==> src/rtl/vp8l_cld_pkg.sv <==
// Shared types, constants and tables for the code length decoder.
package vp8l_cld_pkg;

  localparam int unsigned CodeLengthCodes = 19;
  localparam int unsigned MaxAlphabet     = 2328;

  localparam logic [4:0] ClcOrder [CodeLengthCodes] = '{
    5'd17, 5'd18, 5'd0, 5'd1, 5'd2, 5'd3, 5'd4, 5'd5, 5'd16, 5'd6,
    5'd7, 5'd8, 5'd9, 5'd10, 5'd11, 5'd12, 5'd13, 5'd14, 5'd15
  };

  localparam logic [1:0] StatusOk       = 2'd0;
  localparam logic [1:0] StatusOverrun  = 2'd1;
  localparam logic [1:0] StatusMaxSym   = 2'd2;
  localparam logic [1:0] StatusNoCode   = 2'd3;

  typedef enum logic [5:0] {
    PH_IDLE  = 6'b000001,
    PH_COUNT = 6'b000010,
    PH_CLC   = 6'b000100,
    PH_FLAG  = 6'b001000,
    PH_SYM   = 6'b010000,
    PH_EXTRA = 6'b100000
  } phase_e;

  typedef struct packed {
    logic take;
    logic build_start;
    logic count_en;
    logic place_start;
    logic place_en;
    logic finish;
  } cmd_t;

  typedef struct packed {
    logic need_build;
    logic result;
    logic sweep_last;
  } sts_t;

  function automatic logic [2:0] extra_width(input logic [1:0] kind);
    unique case (kind)
      2'd0:    extra_width = 3'd2;
      2'd1:    extra_width = 3'd3;
      default: extra_width = 3'd7;
    endcase
  endfunction

  function automatic logic [7:0] extra_base(input logic [1:0] kind);
    unique case (kind)
      2'd0:    extra_base = 8'd3;
      2'd1:    extra_base = 8'd3;
      default: extra_base = 8'd11;
    endcase
  endfunction

endpackage

==> src/rtl/vp8l_cld_ctrl.sv <==
// Controller: handshakes, table build sequencing and result hold.
module vp8l_cld_ctrl (
  input  logic                clk_i,
  input  logic                rst_ni,
  input  logic                in_valid_i,
  output logic                in_stall_o,
  output logic                out_valid_o,
  input  logic                out_stall_i,
  input  vp8l_cld_pkg::sts_t  sts_i,
  output vp8l_cld_pkg::cmd_t  cmd_o
);
  import vp8l_cld_pkg::*;

  typedef enum logic [4:0] {
    ST_ACCEPT = 5'b00001,
    ST_COUNT  = 5'b00010,
    ST_PLACE  = 5'b00100,
    ST_FINISH = 5'b01000,
    ST_EMIT   = 5'b10000
  } state_e;

  state_e state_q, state_d;

  assign in_stall_o  = (state_q != ST_ACCEPT);
  assign out_valid_o = (state_q == ST_EMIT);

  always_comb begin
    state_d = state_q;
    cmd_o   = '0;
    unique case (state_q)
      ST_ACCEPT: begin
        if (in_valid_i) begin
          cmd_o.take = 1'b1;
          if (sts_i.need_build) begin
            cmd_o.build_start = 1'b1;
            state_d = ST_COUNT;
          end else if (sts_i.result) begin
            state_d = ST_EMIT;
          end
        end
      end
      ST_COUNT: begin
        cmd_o.count_en = 1'b1;
        if (sts_i.sweep_last) begin
          cmd_o.place_start = 1'b1;
          state_d = ST_PLACE;
        end
      end
      ST_PLACE: begin
        cmd_o.place_en = 1'b1;
        if (sts_i.sweep_last) state_d = ST_FINISH;
      end
      ST_FINISH: begin
        cmd_o.finish = 1'b1;
        state_d = sts_i.result ? ST_EMIT : ST_ACCEPT;
      end
      ST_EMIT: begin
        if (!out_stall_i) state_d = ST_ACCEPT;
      end
      default: state_d = ST_ACCEPT;
    endcase
  end

  always_ff @(posedge clk_i or negedge rst_ni) begin
    if (!rst_ni) begin
      state_q <= ST_ACCEPT;
    end else begin
      state_q <= state_d;
    end
  end

endmodule

==> config.mk <==
export PLATFORM = sky130hd
export DESIGN_NAME = vp8l_cld_ctrl
export DESIGN_NICKNAME = d
export VERILOG_FILES = /design/src/rtl/vp8l_cld_pkg.sv /design/src/rtl/vp8l_cld_ctrl.sv
export SDC_FILE = /design/constraint.sdc
export NUM_CORES = 1
export LEC_CHECK = 0
export BUFFER_PORTS_ARGS = -buffer_cell sky130_fd_sc_hd__buf_2
export CAP_MARGIN = 20
export CORE_AREA = 3 3 40 42
export CTS_CLUSTER_DIAMETER = 200
export DETAILED_ROUTE_END_ITERATION = 6
export DIE_AREA = 0 0 43 45
export GPL_TIMING_DRIVEN = 0
export MAX_ROUTING_LAYER = met4
export PLACE_DENSITY_LB_ADDON = 0.15
export SETUP_SLACK_MARGIN = 0.3
export SLEW_MARGIN = 0
export SYNTH_ARGS = -nofsm -noshare
export SYNTH_HDL_FRONTEND = slang
export SYNTH_SLANG_ARGS = --single-unit
==> constraint.sdc <==
create_clock -name clk_i -period 2.9 [get_ports clk_i]
set_input_delay 0.145 -clock clk_i [delete_from_list [all_inputs] [get_ports clk_i]]
set_output_delay 0.145 -clock clk_i [all_outputs]
set_load 0.005 [all_outputs]
==> impl_metrics.toml, run 1 <==
[critical_path]
crit_path_end_kind = "output pin"
r2r-start = "state_q[0]$_DFFE_PN1P_"
cp_slowest_cell = "dfstp_2"
crit_required_ns = 2.76
r2r_slack_ns = 1.51
path_delay_family = "simple AND/OR/NAND/NOR gates"
slowest_delay_ns = 0.55
start_kind = "flop"
rr_endpoint = "state_q[4]$_DFFE_PN0P_"
crit_type = "flop to output pin"
reg2reg_depth = 4
cp_max_fo = 4
cp_data_arrival_time_ns = 1.51
crit_chain = "nor2b_1 > and3_1 > and2_4 > buf_2"
critPathBufInv = 1

[final_layout]
finalNetCount = 68
top_regs = "state_q x5"
final_cell_mix = "buf_2, nor2_1, and3_1, nand3_1, dfrtp_1"
largest_reg_flops = 5
fill_cells = 154
top_register = "state_q"
drive_gt1_share_pct = 40.00
final_common_cell = "buf_2"
num_antenna_cells = 0
area_delta_synth_final_pct = 35.34

[yosys]
syn_area_per_cell_um2 = 8.636
dominantRegCellSynth = "dfrtp_1"
synth_cell_type_count = 23
seq_area_frac_synth_pct = 35.69
ys_ff_latch = 5
async_reset_ff_share_pct = 100.0
syn_inst = 41
synth_warnings = 0
syn-cell-area_um2 = 354.1
synth_nets = 48
synth_edf_count = 0

[power_and_ir_drop]
netSwitchingPower_mw = 0.1784
swShare_pct = 40.98
power.share.combinational_pct = 51.2
clkPwrFrac_pct = 18.6
intPower_mw = 0.2569
p_seq_share_pct = 30.2
p_leak_nw = 0.2772
vdd_drop_max_v = 0.0002457
powerDensity_nw_per_um2 = 908.4

[sta]
fmax_mhz = 604.7
timing.slew.headroom_pct = 81.01
finalMaxSlewViolations = 0
tightest_slew_ns = 0.2834
hold_viol_final = 0
finClkSkew_ns = 0.002696
fin_crit_sh_pct = 57.02
finalSetupTns_ns = 0
whs_ns = 0.1207
setup_viol = 0
finalCriticalPeriod_ns = 1.654
rsz0062_at_grt = "false"

[floorplanning]
dieArea_um2 = 1935
die_w_um = 43
start_util_pct = 27.56
io_pins = 15
core-area_um2 = 1285
die_h_um = 45
num_rows = 13

[placement]
gp_congestion = 0.6661
io_buffers = 14
detailed_place_hpwl_um = 691.8

[clocking]
path_clk_slew_ns = 0.04
cts_tree = "built"
root_buffer = "clkbuf_4"
cts_setup_buffers = 0
cts_resized = 0
numClockSinks = 5
cts_made_buffers = 3
clock_latency_ns = 0.24
clockBufferDepth = 2
htreeDepth = 1

[detailed_routing]
viasPerCell = 4.893
drc = 0
wl_per_cell_um = 11.59
antenna_left = 0
vias = 367
first_pass_iters = 2
routed_wl_um = 869
drtIter0Drc = 4

[global_routing]
antenna_found_initial = 0
grt-ovfl-total = 0
grt_max_degree = 9
grt_pass1_wl_mm = 1.552
first_global_vias = 365
grt.total_usage_pct = 11.20

[hold_path]
hold_class = "input pin to flop"
worstHoldPathCells = 2
hold_path_end = "state_q[2]$_DFFE_PN0P_"
min_from = "sts_i[0]"

[flow_run]
drv_cap = 0

[status]
status = "completed"
-- kinds of logic after synthesis --
| kind of cell | synth area share (%) |
|---|---|
| DFF | 35.69 |
| xor gates and xnor gates | 2.474 |
| and+or+nand+nor | 37.11 |
| buffers and inverters | 5.301 |
| AOI/OAI and AO/OA | 19.44 |
-- cells in the mapped netlist (all sizes together), types with 2 or more instances --
master,n,area (µm²)
nor2,6,22.52
and2,2,17.52
and3,4,25.02
o21ai,4,23.77
nand3,4,20.02
inv,2,7.510
dfrtp,4,100.1
nand2,2,7.510
-- how the worst max path moves through the flow --
stage,start,end,slack (ns),cells past startpoint
global placement,state_q[0]$_DFFE_PN1P_,cmd_o[4],1.51,4
detailed placement,state_q[0]$_DFFE_PN1P_,state_q[4]$_DFFE_PN0P_,1.51,4
CTS,state_q[0]$_DFFE_PN1P_,cmd_o[4],1.24,4
finish,state_q[0]$_DFFE_PN1P_,cmd_o[4],1.25,4
floorplan,state_q[0]$_DFFE_PN1P_,cmd_o[4],1.67,3
global route,state_q[0]$_DFFE_PN1P_,cmd_o[4],1.14,4
-- power by group through the flow --
stage | Combinational [mW] | Clock (mW) | Sequential, mW
floorplan | 0.163 | 0 | 0.124
global placement | 0.223 | 0 | 0.133
detailed placement | 0.225 | 0 | 0.132
CTS | 0.227 | 0.0869 | 0.131
global route | 0.253 | 0.0913 | 0.137
finish | 0.223 | 0.0811 | 0.131
-- cell type report --
class                      instances  area [µm²]  area share, %
timing repair buffer              15       80.08          16.71
clock buffer                       4       26.28          5.483
sequential                         5       126.4          26.37
inverter                           2       7.507          1.567
tap                               15       18.77          3.916
buffer                             1       11.26          2.350
multi-input combinational         33       209.0          43.60
-- stage by stage --
| step | utilization, % | worst slack (ns) | total power, mW | area (µm²) | cells |
|---|---|---|---|---|---|
| 6_report | 37.29 | 1.246 | 0.4353 | 479.2 | 75 |
| 2_1_floorplan | - | 1.672 | 0.2864 | 354.1 | 41 |
| 4_1_cts | 37.29 | 1.236 | 0.4457 | 479.2 | 75 |
| 3_5_place_dp | 34.47 | 1.514 | 0.3573 | 442.9 | 70 |
| 5_1_grt | 37.29 | 1.144 | 0.4814 | 479.2 | 75 |
| 3_3_place_gp | 34.47 | 1.513 | 0.3565 | 442.9 | 70 |
-- metal layers --
| metal | up-vias | part of all wire, % | GRT usage [%] |
|---|---|---|---|
| li1 | 183 | - | - |
| met1 | 174 | 48 | 12.93 |
| met2 | 10 | 47 | 17.66 |
| met3 | 0 | 4.8 | 5.976 |
| met4 | 0 | 0 | 1.807 |
| met5 | - | 0 | - |
-- what timing repair did --
| action | CTS | global route |
|---|---|---|
| hold buffers | 1 | 0 |
| endpoints found under the hold margin | 5 | 0 |
| setup endpoints to repair | 0 | 0 |
(Power assumes the default switching activity.)
==> inputs of run 2 (changes only) <==
==> constraint.sdc (replaced) <==
create_clock -name clk_i -period 1.65 [get_ports clk_i]
set_input_delay 0.0825 -clock clk_i [delete_from_list [all_inputs] [get_ports clk_i]]
set_output_delay 0.0825 -clock clk_i [all_outputs]
set_load 0.005 [all_outputs]
==> impl_metrics.toml, run 2 (synthesized netlist as in run 1, its figures left out) <==
[final_layout]
drive_gt1_share_pct = 64.29
finalNetCount = 78
num_antenna_cells = 0
top_regs = "state_q x5"
fill_cells = 143
area_delta_synth_final_pct = 79.51
final_common_cell = "buf_2"
top_register = "state_q"
final_cell_mix = "buf_2, buf_4, buf_6, nor2_1"
largest_reg_flops = 5

[power_and_ir_drop]
vdd_drop_max_v = 0.0006193
powerDensity_nw_per_um2 = 1647
netSwitchingPower_mw = 0.4091
power.total_mw = 1.047
p_leak_nw = 0.3453
clkPwrFrac_pct = 13.7
power.share.combinational_pct = 62.7
p_seq_share_pct = 23.6
intPower_mw = 0.6376
swShare_pct = 39.09

[critical_path]
start_kind = "flop"
cp_data_arrival_time_ns = 1.37
crit_type = "flop to output pin"
crit_required_ns = 1.57
crit_path_end_kind = "output pin"
cp_max_fo = 3

[sta]
rsz0062_at_grt = "true"
timing.slew.headroom_pct = 76.25
fmax_mhz = 687.4
tightest_slew_ns = 0.3526
setup_viol = 0
hold_viol_final = 0
finalSetupTns_ns = 0
finClkSkew_ns = 0.003318
finalCriticalPeriod_ns = 1.455
fin_crit_sh_pct = 88.16
finalMaxSlewViolations = 0

[floorplanning]
dieArea_um2 = 1935
die_h_um = 45
io_pins = 15
core-area_um2 = 1285
num_rows = 13
die_w_um = 43
start_util_pct = 27.56

[flow_run]
drv_cap = 0

[global_routing]
grt-ovfl-total = 0
antenna_found_initial = 0
grt_pass1_wl_mm = 1.649
grt.total_usage_pct = 11.97
first_global_vias = 384
grt_max_degree = 8

[placement]
io_buffers = 14
gp_congestion = 0.6661
detailed_place_hpwl_um = 691.8

[clocking]
numClockSinks = 5
root_buffer = "clkbuf_4"
clockBufferDepth = 2
cts_made_buffers = 3
cts_tree = "built"
clock_latency_ns = 0.24
path_clk_slew_ns = 0.05
htreeDepth = 1

[hold_path]
hold_class = "input pin to flop"

[detailed_routing]
drtIter0Drc = 0
vias = 406
drc = 0
routed_wl_um = 991
antenna_left = 0
wl_per_cell_um = 11.66
viasPerCell = 4.776
first_pass_iters = 1

[status]
status = "completed"
run 2: final cells by class:
cell class | instances | area, µm² | area share [%]
Multi-Input combinational cell | 33 | 270.3 | 42.52
Inverter | 2 | 7.507 | 1.181
Buffer | 1 | 11.26 | 1.772
Timing Repair Buffer | 25 | 171.4 | 26.97
Tap cell | 15 | 18.77 | 2.953
Sequential cell | 5 | 130.1 | 20.47
Clock buffer | 4 | 26.28 | 4.134
run 2: path summary, 6_finish.rpt:
check,slack [ns],cells after the start,from,to
min,0.06,2,sts_i[0],state_q[2]$_DFFE_PN0P_
min reg2reg,0.63,2,state_q[4]$_DFFE_PN0P_,state_q[0]$_DFFE_PN1P_
min in group asynchronous,0.18,2,rst_ni,state_q[2]$_DFFE_PN0P_
max in group asynchronous,1.26,2,rst_ni,state_q[0]$_DFFE_PN1P_
max reg2reg,0.29,7,state_q[2]$_DFFE_PN0P_,state_q[1]$_DFFE_PN0P_
max,0.20,5,state_q[2]$_DFFE_PN0P_,cmd_o[4]
run 2: through the flow:
stage | instance area [µm²] | setup slack [ns] | std cells | hold slack (ns) | util, %
2_1_floorplan | 354.1 | 0.4299 | 41 | -0.2131 | -
3_3_place_gp | 442.9 | 0.2757 | 70 | -0.09877 | 34.47
3_5_place_dp | 442.9 | 0.2637 | 70 | -0.09915 | 34.47
4_1_cts | 550.5 | 0.1835 | 80 | 0.05007 | 42.84
5_1_grt | 635.6 | 0.1391 | 85 | 0.05969 | 49.46
6_report | 635.6 | 0.1953 | 85 | 0.05805 | 49.46
run 2: what timing repair did:
item	4_1_cts	5_1_grt
hold buffers	1	0
gates resized for setup	7	12
buffers inserted	5	5
setup endpoints to repair	10	13
pin swaps	6	5
hold endpoints to repair	5	0
run 2: power groups by stage:
stage / logic [mW] / clock network, mW / registers (mW)
CTS: 0.515 / 0.153 / 0.241
detailed placement: 0.395 / 0 / 0.233
global route: 0.713 / 0.161 / 0.255
floorplan: 0.286 / 0 / 0.217
finish: 0.657 / 0.143 / 0.247
global placement: 0.393 / 0 / 0.234
run 2: per-layer routing:
layer | vias to the layer above | routed length (µm) | track usage, %
li1 | 205 | - | -
met2 | 10 | 494 | 19.46
met3 | 0 | 46 | 5.976
met5 | - | 0 | -
met4 | 0 | 0 | 1.807
met1 | 191 | 451 | 13.66
run 2: critical path: stages (launching register included):
cell and delay [ns]:
dfrtp_1 0.36, buf_6 0.12, nor3_4 0.21, and3_4 0.21
and2_4 0.14, buf_6 0.08
