$ cat config.mk
export PLATFORM = sky130hd
export DESIGN_NAME = vp8l_cld_dp
export DESIGN_NICKNAME = d
export VERILOG_FILES = /design/src/rtl/vp8l_cld_pkg.sv /design/src/rtl/vp8l_cld_dp.sv
export SDC_FILE = /design/constraint.sdc
export NUM_CORES = 1
export LEC_CHECK = 0
export ABC_AREA = 1
export BUFFER_PORTS_ARGS = -buffer_cell sky130_fd_sc_hd__buf_2
export CAP_MARGIN = 10
export CORE_MARGIN = 8
export CORE_UTILIZATION = 50
export CTS_CLUSTER_DIAMETER = 120
export CTS_CLUSTER_SIZE = 40
export DETAILED_ROUTE_END_ITERATION = 6
export PLACE_DENSITY = 0.69
export SYNTH_ARGS = -nofsm -noshare
export SYNTH_HDL_FRONTEND = slang
export SYNTH_SLANG_ARGS = --single-unit
export TNS_END_PERCENT = 20
$ cat constraint.sdc
create_clock -name clk_i -period 8.6 [get_ports clk_i]
set_clock_uncertainty 0.15 [all_clocks]
set_input_delay 0.43 -clock clk_i [delete_from_list [all_inputs] [get_ports clk_i]]
set_output_delay 0.43 -clock clk_i [all_outputs]
set_load 0.03 [all_outputs]
$ cat src/rtl/vp8l_cld_pkg.sv
// Shared types, constants and tables for the code length decoder.
package vp8l_cld_pkg;

  localparam int unsigned CodeLengthCodes = 19;
  localparam int unsigned MaxAlphabet     = 2328;

  localparam logic [4:0] ClcOrder [CodeLengthCodes] = '{
    5'd17, 5'd18, 5'd0, 5'd1, 5'd2, 5'd3, 5'd4, 5'd5, 5'd16, 5'd6,
    5'd7, 5'd8, 5'd9, 5'd10, 5'd11, 5'd12, 5'd13, 5'd14, 5'd15
  };

  localparam logic [1:0] StatusOk       = 2'd0;
  localparam logic [1:0] StatusOverrun  = 2'd1;
  localparam logic [1:0] StatusMaxSym   = 2'd2;
  localparam logic [1:0] StatusNoCode   = 2'd3;

  typedef enum logic [5:0] {
    PH_IDLE  = 6'b000001,
    PH_COUNT = 6'b000010,
    PH_CLC   = 6'b000100,
    PH_FLAG  = 6'b001000,
    PH_SYM   = 6'b010000,
    PH_EXTRA = 6'b100000
  } phase_e;

  typedef struct packed {
    logic take;
    logic build_start;
    logic count_en;
    logic place_start;
    logic place_en;
    logic finish;
  } cmd_t;

  typedef struct packed {
    logic need_build;
    logic result;
    logic sweep_last;
  } sts_t;

  function automatic logic [2:0] extra_width(input logic [1:0] kind);
    unique case (kind)
      2'd0:    extra_width = 3'd2;
      2'd1:    extra_width = 3'd3;
      default: extra_width = 3'd7;
    endcase
  endfunction

  function automatic logic [7:0] extra_base(input logic [1:0] kind);
    unique case (kind)
      2'd0:    extra_base = 8'd3;
      2'd1:    extra_base = 8'd3;
      default: extra_base = 8'd11;
    endcase
  endfunction

endpackage

$ cat src/rtl/vp8l_cld_dp.sv
// Datapath: field assembly, code-length code build and canonical decode.
module vp8l_cld_dp (
  input  logic                clk_i,
  input  logic                rst_ni,
  input  vp8l_cld_pkg::cmd_t  cmd_i,
  output vp8l_cld_pkg::sts_t  sts_o,
  input  logic                bit_req_i,
  input  logic                first_i,
  input  logic                cfg_we_i,
  input  logic [11:0]         cfg_wdata_i,
  output logic [11:0]         start_symbol_o,
  output logic [3:0]          code_length_o,
  output logic [7:0]          repeat_count_o,
  output logic                last_o,
  output logic [1:0]          status_o
);
  import vp8l_cld_pkg::*;

  phase_e      phase_q, phase_d;
  logic [6:0]  acc_q, acc_d;
  logic [2:0]  bc_q, bc_d;
  logic [4:0]  entries_q, entries_d;
  logic [4:0]  clc_idx_q, clc_idx_d;
  logic [2:0]  clc_q [CodeLengthCodes];
  logic [4:0]  sorted_q [CodeLengthCodes];
  logic [4:0]  counts_q [8];
  logic [4:0]  fill_q [8];
  logic [4:0]  ncodes_q, ncodes_d;
  logic [6:0]  code_q, code_d;
  logic [2:0]  code_len_q, code_len_d;
  logic [8:0]  first_code_q, first_code_d;
  logic [4:0]  idx_q, idx_d;
  logic [11:0] done_q, done_d;
  logic [3:0]  prev_q, prev_d;
  logic [1:0]  kind_q, kind_d;
  logic [11:0] alpha_q;
  logic [4:0]  sweep_q;
  logic [11:0] o_start_q, o_start_d;
  logic [3:0]  o_len_q, o_len_d;
  logic [7:0]  o_rep_q, o_rep_d;
  logic        o_last_q, o_last_d;
  logic [1:0]  o_status_q, o_status_d;

  logic        clc_clr, clc_we;
  logic [4:0]  clc_waddr;
  logic [2:0]  clc_wdata;

  phase_e      ph;
  logic [6:0]  acc, acc_t;
  logic [2:0]  bc, bc_t;
  logic        sym_ok, do_extra, emit, err, res;
  logic [4:0]  sym;
  logic [1:0]  xk, err_code;
  logic [6:0]  xacc;
  logic [2:0]  xbc, dl;
  logic [3:0]  em_len;
  logic [7:0]  em_rep;
  logic [12:0] run_end;
  logic [8:0]  dc, diff;
  logic [4:0]  dcnt, dpos;

  logic [4:0]  off [8];
  logic [4:0]  total;
  logic [11:0] kraft;
  logic [2:0]  sw_len;
  logic [4:0]  place_pos;

  always_comb begin
    off[0] = '0;
    off[1] = '0;
    kraft  = '0;
    for (int l = 1; l < 7; l++) begin
      off[l+1] = off[l] + counts_q[l];
    end
    for (int l = 1; l < 8; l++) begin
      kraft = kraft + (12'(counts_q[l]) << (7 - l));
    end
    total = off[7] + counts_q[7];
  end

  assign sw_len    = clc_q[sweep_q];
  assign place_pos = off[sw_len] + fill_q[sw_len];

  always_comb begin
    phase_d      = phase_q;
    acc_d        = acc_q;
    bc_d         = bc_q;
    entries_d    = entries_q;
    clc_idx_d    = clc_idx_q;
    ncodes_d     = ncodes_q;
    code_d       = code_q;
    code_len_d   = code_len_q;
    first_code_d = first_code_q;
    idx_d        = idx_q;
    done_d       = done_q;
    prev_d       = prev_q;
    kind_d       = kind_q;
    o_start_d    = o_start_q;
    o_len_d      = o_len_q;
    o_rep_d      = o_rep_q;
    o_last_d     = o_last_q;
    o_status_d   = o_status_q;
    clc_clr      = 1'b0;
    clc_we       = 1'b0;
    clc_waddr    = '0;
    clc_wdata    = '0;
    sym_ok       = 1'b0;
    sym          = '0;
    do_extra     = 1'b0;
    xk           = kind_q;
    xacc         = '0;
    xbc          = '0;
    emit         = 1'b0;
    em_len       = '0;
    em_rep       = '0;
    err          = 1'b0;
    err_code     = StatusOk;
    run_end      = '0;
    sts_o        = '0;

    ph    = first_i ? PH_COUNT : phase_q;
    acc   = first_i ? 7'd0 : acc_q;
    bc    = first_i ? 3'd0 : bc_q;
    acc_t = acc | (7'(bit_req_i) << bc);
    bc_t  = bc + 3'd1;

    dl    = code_len_q + 3'd1;
    dc    = {2'b00, code_q[5:0], bit_req_i};
    dcnt  = counts_q[dl];
    diff  = dc - first_code_q;
    dpos  = idx_q + diff[4:0];

    if (cmd_i.take) begin
      if (first_i) begin
        entries_d    = '0;
        clc_idx_d    = '0;
        clc_clr      = 1'b1;
        ncodes_d     = '0;
        code_d       = '0;
        code_len_d   = '0;
        first_code_d = '0;
        idx_d        = '0;
        done_d       = '0;
        prev_d       = 4'd8;
        kind_d       = '0;
        phase_d      = PH_COUNT;
      end
      unique case (ph)
        PH_IDLE: ;
        PH_COUNT: begin
          acc_d = acc_t;
          bc_d  = bc_t;
          if (bc_t == 3'd4) begin
            entries_d = 5'(acc_t[3:0]) + 5'd4;
            clc_idx_d = '0;
            acc_d     = '0;
            bc_d      = '0;
            phase_d   = PH_CLC;
          end
        end
        PH_CLC: begin
          acc_d = acc_t;
          bc_d  = bc_t;
          if (bc_t == 3'd3) begin
            if (clc_idx_q < 5'(CodeLengthCodes)) begin
              clc_we    = 1'b1;
              clc_waddr = ClcOrder[clc_idx_q];
              clc_wdata = acc_t[2:0];
              clc_idx_d = clc_idx_q + 5'd1;
            end
            if (entries_q != 5'd0) entries_d = entries_q - 5'd1;
            acc_d = '0;
            bc_d  = '0;
            if (entries_q <= 5'd1) phase_d = PH_FLAG;
          end
        end
        PH_FLAG: begin
          if (bit_req_i) begin
            err      = 1'b1;
            err_code = StatusMaxSym;
          end else begin
            sts_o.need_build = 1'b1;
          end
        end
        PH_SYM: begin
          if (ncodes_q == 5'd1) begin
            sym_ok = 1'b1;
            sym    = sorted_q[0];
          end else if (dc >= first_code_q && diff < 9'(dcnt)
                       && dpos < 5'(CodeLengthCodes)) begin
            sym_ok = 1'b1;
            sym    = sorted_q[dpos];
          end else if (dl == 3'd7) begin
            err      = 1'b1;
            err_code = StatusNoCode;
          end else begin
            code_d       = dc[6:0];
            code_len_d   = dl;
            idx_d        = idx_q + dcnt;
            first_code_d = (first_code_q + 9'(dcnt)) << 1;
          end
          if (sym_ok) begin
            code_d       = '0;
            code_len_d   = '0;
            first_code_d = '0;
            idx_d        = '0;
            if (sym < 5'd16) begin
              emit   = 1'b1;
              em_len = sym[3:0];
              em_rep = 8'd1;
              if (sym[3:0] != 4'd0) prev_d = sym[3:0];
            end else begin
              kind_d  = 2'(sym - 5'd16);
              phase_d = PH_EXTRA;
              acc_d   = '0;
              bc_d    = '0;
              if (ncodes_q == 5'd1) begin
                do_extra = 1'b1;
                xk       = 2'(sym - 5'd16);
                xacc     = 7'(bit_req_i);
                xbc      = 3'd1;
              end
            end
          end
        end
        PH_EXTRA: begin
          do_extra = 1'b1;
          xk       = kind_q;
          xacc     = acc_t;
          xbc      = bc_t;
        end
        default: phase_d = PH_IDLE;
      endcase

      if (do_extra) begin
        acc_d = xacc;
        bc_d  = xbc;
        if (xbc >= extra_width(xk)) begin
          emit       = 1'b1;
          em_rep     = extra_base(xk) + 8'(xacc);
          em_len     = (xk == 2'd0) ? prev_q : 4'd0;
          acc_d      = '0;
          bc_d       = '0;
          phase_d    = PH_SYM;
          code_d     = '0;
          code_len_d = '0;
        end
      end
    end

    if (cmd_i.finish) begin
      ncodes_d = total;
      if (total == 5'd0 || (total != 5'd1 && kraft != 12'd128)) begin
        err      = 1'b1;
        err_code = StatusNoCode;
      end else begin
        phase_d      = PH_SYM;
        code_d       = '0;
        code_len_d   = '0;
        first_code_d = '0;
        idx_d        = '0;
      end
    end

    if (emit) begin
      run_end   = {1'b0, done_q} + 13'(em_rep);
      o_start_d = done_q;
      o_len_d   = em_len;
      o_rep_d   = em_rep;
      if (run_end > {1'b0, alpha_q}) begin
        o_last_d   = 1'b1;
        o_status_d = StatusOverrun;
        phase_d    = PH_IDLE;
      end else begin
        done_d     = run_end[11:0];
        o_status_d = StatusOk;
        o_last_d   = (run_end == {1'b0, alpha_q});
        if (run_end == {1'b0, alpha_q}) phase_d = PH_IDLE;
      end
    end

    if (err) begin
      o_start_d  = '0;
      o_len_d    = '0;
      o_rep_d    = '0;
      o_last_d   = 1'b1;
      o_status_d = err_code;
      phase_d    = PH_IDLE;
    end

    res              = emit | err;
    sts_o.result     = res;
    sts_o.sweep_last = (sweep_q == 5'(CodeLengthCodes - 1));
  end

  always_ff @(posedge clk_i or negedge rst_ni) begin
    if (!rst_ni) begin
      phase_q      <= PH_IDLE;
      acc_q        <= '0;
      bc_q         <= '0;
      entries_q    <= '0;
      clc_idx_q    <= '0;
      ncodes_q     <= '0;
      code_q       <= '0;
      code_len_q   <= '0;
      first_code_q <= '0;
      idx_q        <= '0;
      done_q       <= '0;
      prev_q       <= 4'd8;
      kind_q       <= '0;
      alpha_q      <= 12'd256;
      sweep_q      <= '0;
      for (int i = 0; i < CodeLengthCodes; i++) clc_q[i] <= '0;
      for (int i = 0; i < 8; i++) begin
        counts_q[i] <= '0;
        fill_q[i]   <= '0;
      end
    end else begin
      phase_q      <= phase_d;
      acc_q        <= acc_d;
      bc_q         <= bc_d;
      entries_q    <= entries_d;
      clc_idx_q    <= clc_idx_d;
      ncodes_q     <= ncodes_d;
      code_q       <= code_d;
      code_len_q   <= code_len_d;
      first_code_q <= first_code_d;
      idx_q        <= idx_d;
      done_q       <= done_d;
      prev_q       <= prev_d;
      kind_q       <= kind_d;
      if (cfg_we_i) begin
        alpha_q <= ({1'b0, cfg_wdata_i} > 13'(MaxAlphabet)) ?
                   12'(MaxAlphabet) : cfg_wdata_i;
      end
      if (clc_clr) begin
        for (int i = 0; i < CodeLengthCodes; i++) clc_q[i] <= '0;
      end else if (clc_we) begin
        clc_q[clc_waddr] <= clc_wdata;
      end
      if (cmd_i.build_start) begin
        sweep_q <= '0;
        for (int i = 0; i < 8; i++) begin
          counts_q[i] <= '0;
          fill_q[i]   <= '0;
        end
      end else if (cmd_i.count_en) begin
        sweep_q <= cmd_i.place_start ? 5'd0 : sweep_q + 5'd1;
        if (sw_len != 3'd0) counts_q[sw_len] <= counts_q[sw_len] + 5'd1;
      end else if (cmd_i.place_en) begin
        sweep_q <= sweep_q + 5'd1;
        if (sw_len != 3'd0) fill_q[sw_len] <= fill_q[sw_len] + 5'd1;
      end
    end
  end

  always_ff @(posedge clk_i) begin
    if (cmd_i.place_en && sw_len != 3'd0 && place_pos < 5'(CodeLengthCodes)) begin
      sorted_q[place_pos] <= sweep_q;
    end
    if (res) begin
      o_start_q  <= o_start_d;
      o_len_q    <= o_len_d;
      o_rep_q    <= o_rep_d;
      o_last_q   <= o_last_d;
      o_status_q <= o_status_d;
    end
  end

  assign start_symbol_o = o_start_q;
  assign code_length_o  = o_len_q;
  assign repeat_count_o = o_rep_q;
  assign last_o         = o_last_q;
  assign status_o       = o_status_q;

endmodule
==> summary.txt <==
Floorplan
  • Core area: 0.0441 sq mm
  • Die width: 227 microns
  • Initial core utilization: 50.5%
  • Row count: 77
  • Die ar.: 0.0516 sq mm
  • Die Ht: 227 microns
  • Num ports: 53

Placed design
  • # port buffers: 52
  • Placed inst area: 0.0229 sq mm
  • Hpwl dp: 44100 microns
  • RePlAce Congestion: 0.944
  • Setup WS pre-CTS: 0.981 ns

STA
  • RSZ-0062 raised after global routing: no
  • Final setup viols: 0
  • Final hold vios: 0
  • Max_slew headroom: 24.7%
  • Pins over their slew limit: 0
  • Final TNS setup: 0 ns
  • Fmax: 131 MHz
  • Worst-margin pin slew: 1.13 ns
  • PnR worst setup slack: 0.970 ns
  • WHS: 0.0824 ns
  • Tmin final: 7.63 ns
  • Period Utilization, post-route: 88.7%

Worst setup path
  • R2R depth: 47
  • Slowest cell delay on critical path: 0.52 ns
  • Crit Path Max Fanout: 27
  • RR Startpoint: code_len_q[0]
  • R2r setup slk: 0.97 ns
  • Most used cell along the critical path: nand2_1
  • CP required: 8.95 ns
  • Critical Path Source: code_len_q[0]
  • CP arrival: 7.98 ns
  • Slowest cell on the critical path: ha_1
  • Crit Path Class: flop to flop
  • Worst Setup EP: done_q[5]
  • CP startpoint kind: flop
  • Crit end category: flop
  • Capture point of the worst reg-to-reg path: done_q[5]

Logic synthesis
  • Yosys reg bits: 348
  • Post-Synthesis Cells: 2833
  • Yosys cell types: 64
  • Synth Cell Area: 0.0223 sq mm
  • Main combinational cell family by area after synthesis: simple AND/OR/NAND/NOR gates
  • Number of synthesized flops with an enable pin: 122
  • Synth Area in Compound Gates: 13.1%
  • Synth async-reset ratio: 64.9%
  • Synthesized net count: 2995
  • Post-Synth XOR/XNOR Area: 2.11%
  • Post-synth top flop: dfrtp_1
  • Mux cell area share after synthesis: 0%
  • Post-synthesis adder-cell area fraction: 8.78%
  • Seq/Total Area, Yosys: 41.9%
  • Mean Syn Cell Area: 7.86 sq um
  • Simple-Gate Fraction of Synth Area: 24.9%
  • Yosys Warn Count: 0

Power and ir drop
  • Pwr Density: 296 mW/mm^2
  • Static Leak: 11.1 nW
  • VDD IR-drop max: 0.264 mV

GRT
  • Largest net degree at the start of global routing: 79
  • Overflow after GRT: 0
  • Vias in the first global route: 18600
  • Initial antenna violation count: 1
  • All-Layer GR Usage: 23.4%
  • First-pass GRT wire length: 97700 microns

Clocking
  • CTS tree: done
  • Clk root buf: clkbuf_16
  • Num CTS Buffers: 14
  • TritonCTS Sinks: 348
  • Clock-pin slew on the worst setup and hold paths: 0.15 ns
  • Worst-skew pair later-pin latency: 0.57 ns
  • Clk buf depth: 3
  • Setup repair bufs after CTS: 0
  • H-Tree Depth: 1

Detailed routing
  • Post-route ant nets: 0
  • DR vias/cell: 5.57
  • First-pass detailed-route iteration total: 6
  • Initial DRC Count: 1837
  • Avg WL per Cell: 17.7 microns
  • Drt total wl: 60900 microns
  • Vias: 19200
  • Drt drc: 0

Final layout
  • Nets: 3003
  • Commonest non-fill, non-tap cell in the layout: nand2_1
  • Final instance area: 0.0235 sq mm
  • Commonest non-fill, non-tap cells in the layout: nand2_1, inv_1, nor2_1
  • Area Growth Syn to Fin: 5.62%
  • Layout cells sized above 1: 7.16%

Run status
  • Status: finished clean

Worst hold path
  • Hold crit path type: input port to flop

Job
  • Total of max-cap violations: 0
-- metal layers --
metal,up-vias,routed length (microns),track usage (%)
met2,671,28600,38.7
met1,9129,26700,32.5
met5,-,0,0
met3,97,4140,2.52
met4,0,1460,6.52
li1,9271,-,-
-- what timing repair did --
item                                   in CTS  in global routing
hold buffers                               15                  0
gates resized for setup                     0                  0
endpoints found under the hold margin      87                  0
-- logic make-up (layout without fill, tap and decap cells) --
kind of cell,Yosys count,count (layout)
DFF,348,348
AOI/OAI and AO/OA,518,518
xor gates and xnor gates,51,51
other,0,3
and+or+nand+nor,1279,1279
adders and majority gates,139,139
buffers and inverters,498,514
-- layout make-up --
| cell class | count | area (sq um) |
|---|---|---|
| flip-flops and latches | 348 | 9320 |
| fillers | 4248 | 20600 |
| clock inverters | 5 | 103 |
| inverters | 403 | 1520 |
| diodes | 3 | 7.51 |
| repair buffers | 87 | 571 |
| well taps | 592 | 741 |
| clock buffers | 19 | 390 |
| multi-input cells | 1987 | 10900 |
-- Yosys cell counts, drive strengths merged, types with 6 or more instances --
cell	n	share of area [%]
o21a	6	0.20
nand2	734	13
inv	399	6.8
nand4	19	0.65
xnor2	20	0.82
buf	60	1.9
nand3	227	5.3
o21ai	267	6.2
fa	29	2.6
nor3	21	0.54
a21oi	126	2.9
ha	110	6.2
o211ai	25	0.84
nor4	6	0.17
a22oi	8	0.27
nor2	253	4.8
dfrtp	223	25
o22ai	51	1.4
a31oi	9	0.25
edfxtp	122	16
xor2	31	1.3
clkbuf	35	0.59
or2	11	0.31
-- worst min path at each step --
stage / end / startpoint / slack, ns / depth (start not counted)
floorplan: acc_q[0] / rst_ni / -0.02 / 0
detailed placement: entries_q[0] / rst_ni / 0.32 / 1
finish: sweep_q[3] / cmd_i[2] / 0.08 / 4
global route: alpha_q[4] / cfg_we_i / 0.08 / 3
global placement: entries_q[0] / rst_ni / 0.31 / 1
CTS: alpha_q[4] / cfg_we_i / 0.07 / 3
-- flip-flops by register name, indices dropped and copies added (netlist names), 5 cells and up --
name / cells
alpha_q: 12
sweep_q: 5
entries_q: 5
clc_q: 57
fill_q: 40
ncodes_q: 5
start_symbol_o: 12
sorted_q: 95
phase_q: 6
idx_q: 5
code_q: 6
clc_idx_q: 5
counts_q: 40
repeat_count_o: 8
acc_q: 7
first_code_q: 9
done_q: 12
-- power by group --
group / internal (mW) / switching [mW] / total [mW]
combinational: 1.13 / 2.73 / 3.86
clock: 0.354 / 0.582 / 0.936
sequential: 1.99 / 0.176 / 2.17
-- through the flow --
| step | total power, mW | instances | utilization (%) |
|---|---|---|---|
| detailed placement | 5.98 | 3402 | 51.8 |
| global placement | 5.92 | 3402 | 51.8 |
| finish | 6.96 | 3444 | 53.3 |
| global route | 7.44 | 3441 | 53.3 |
| CTS | 6.93 | 3441 | 53.3 |
| floorplan | 5.01 | 2833 | - |
-- worst max-delay path: cells and delay by family (launching register included) --
| family | cells | cell delay (ns) |
|---|---|---|
| compound gates | 10 | 1.59 |
| flops | 1 | 0.34 |
| simple gates | 22 | 2.87 |
| fa+ha+maj | 4 | 1.27 |
| buf+inv | 10 | 1.19 |
| xor+xnor | 1 | 0.15 |
(Power assumes the default switching activity.)
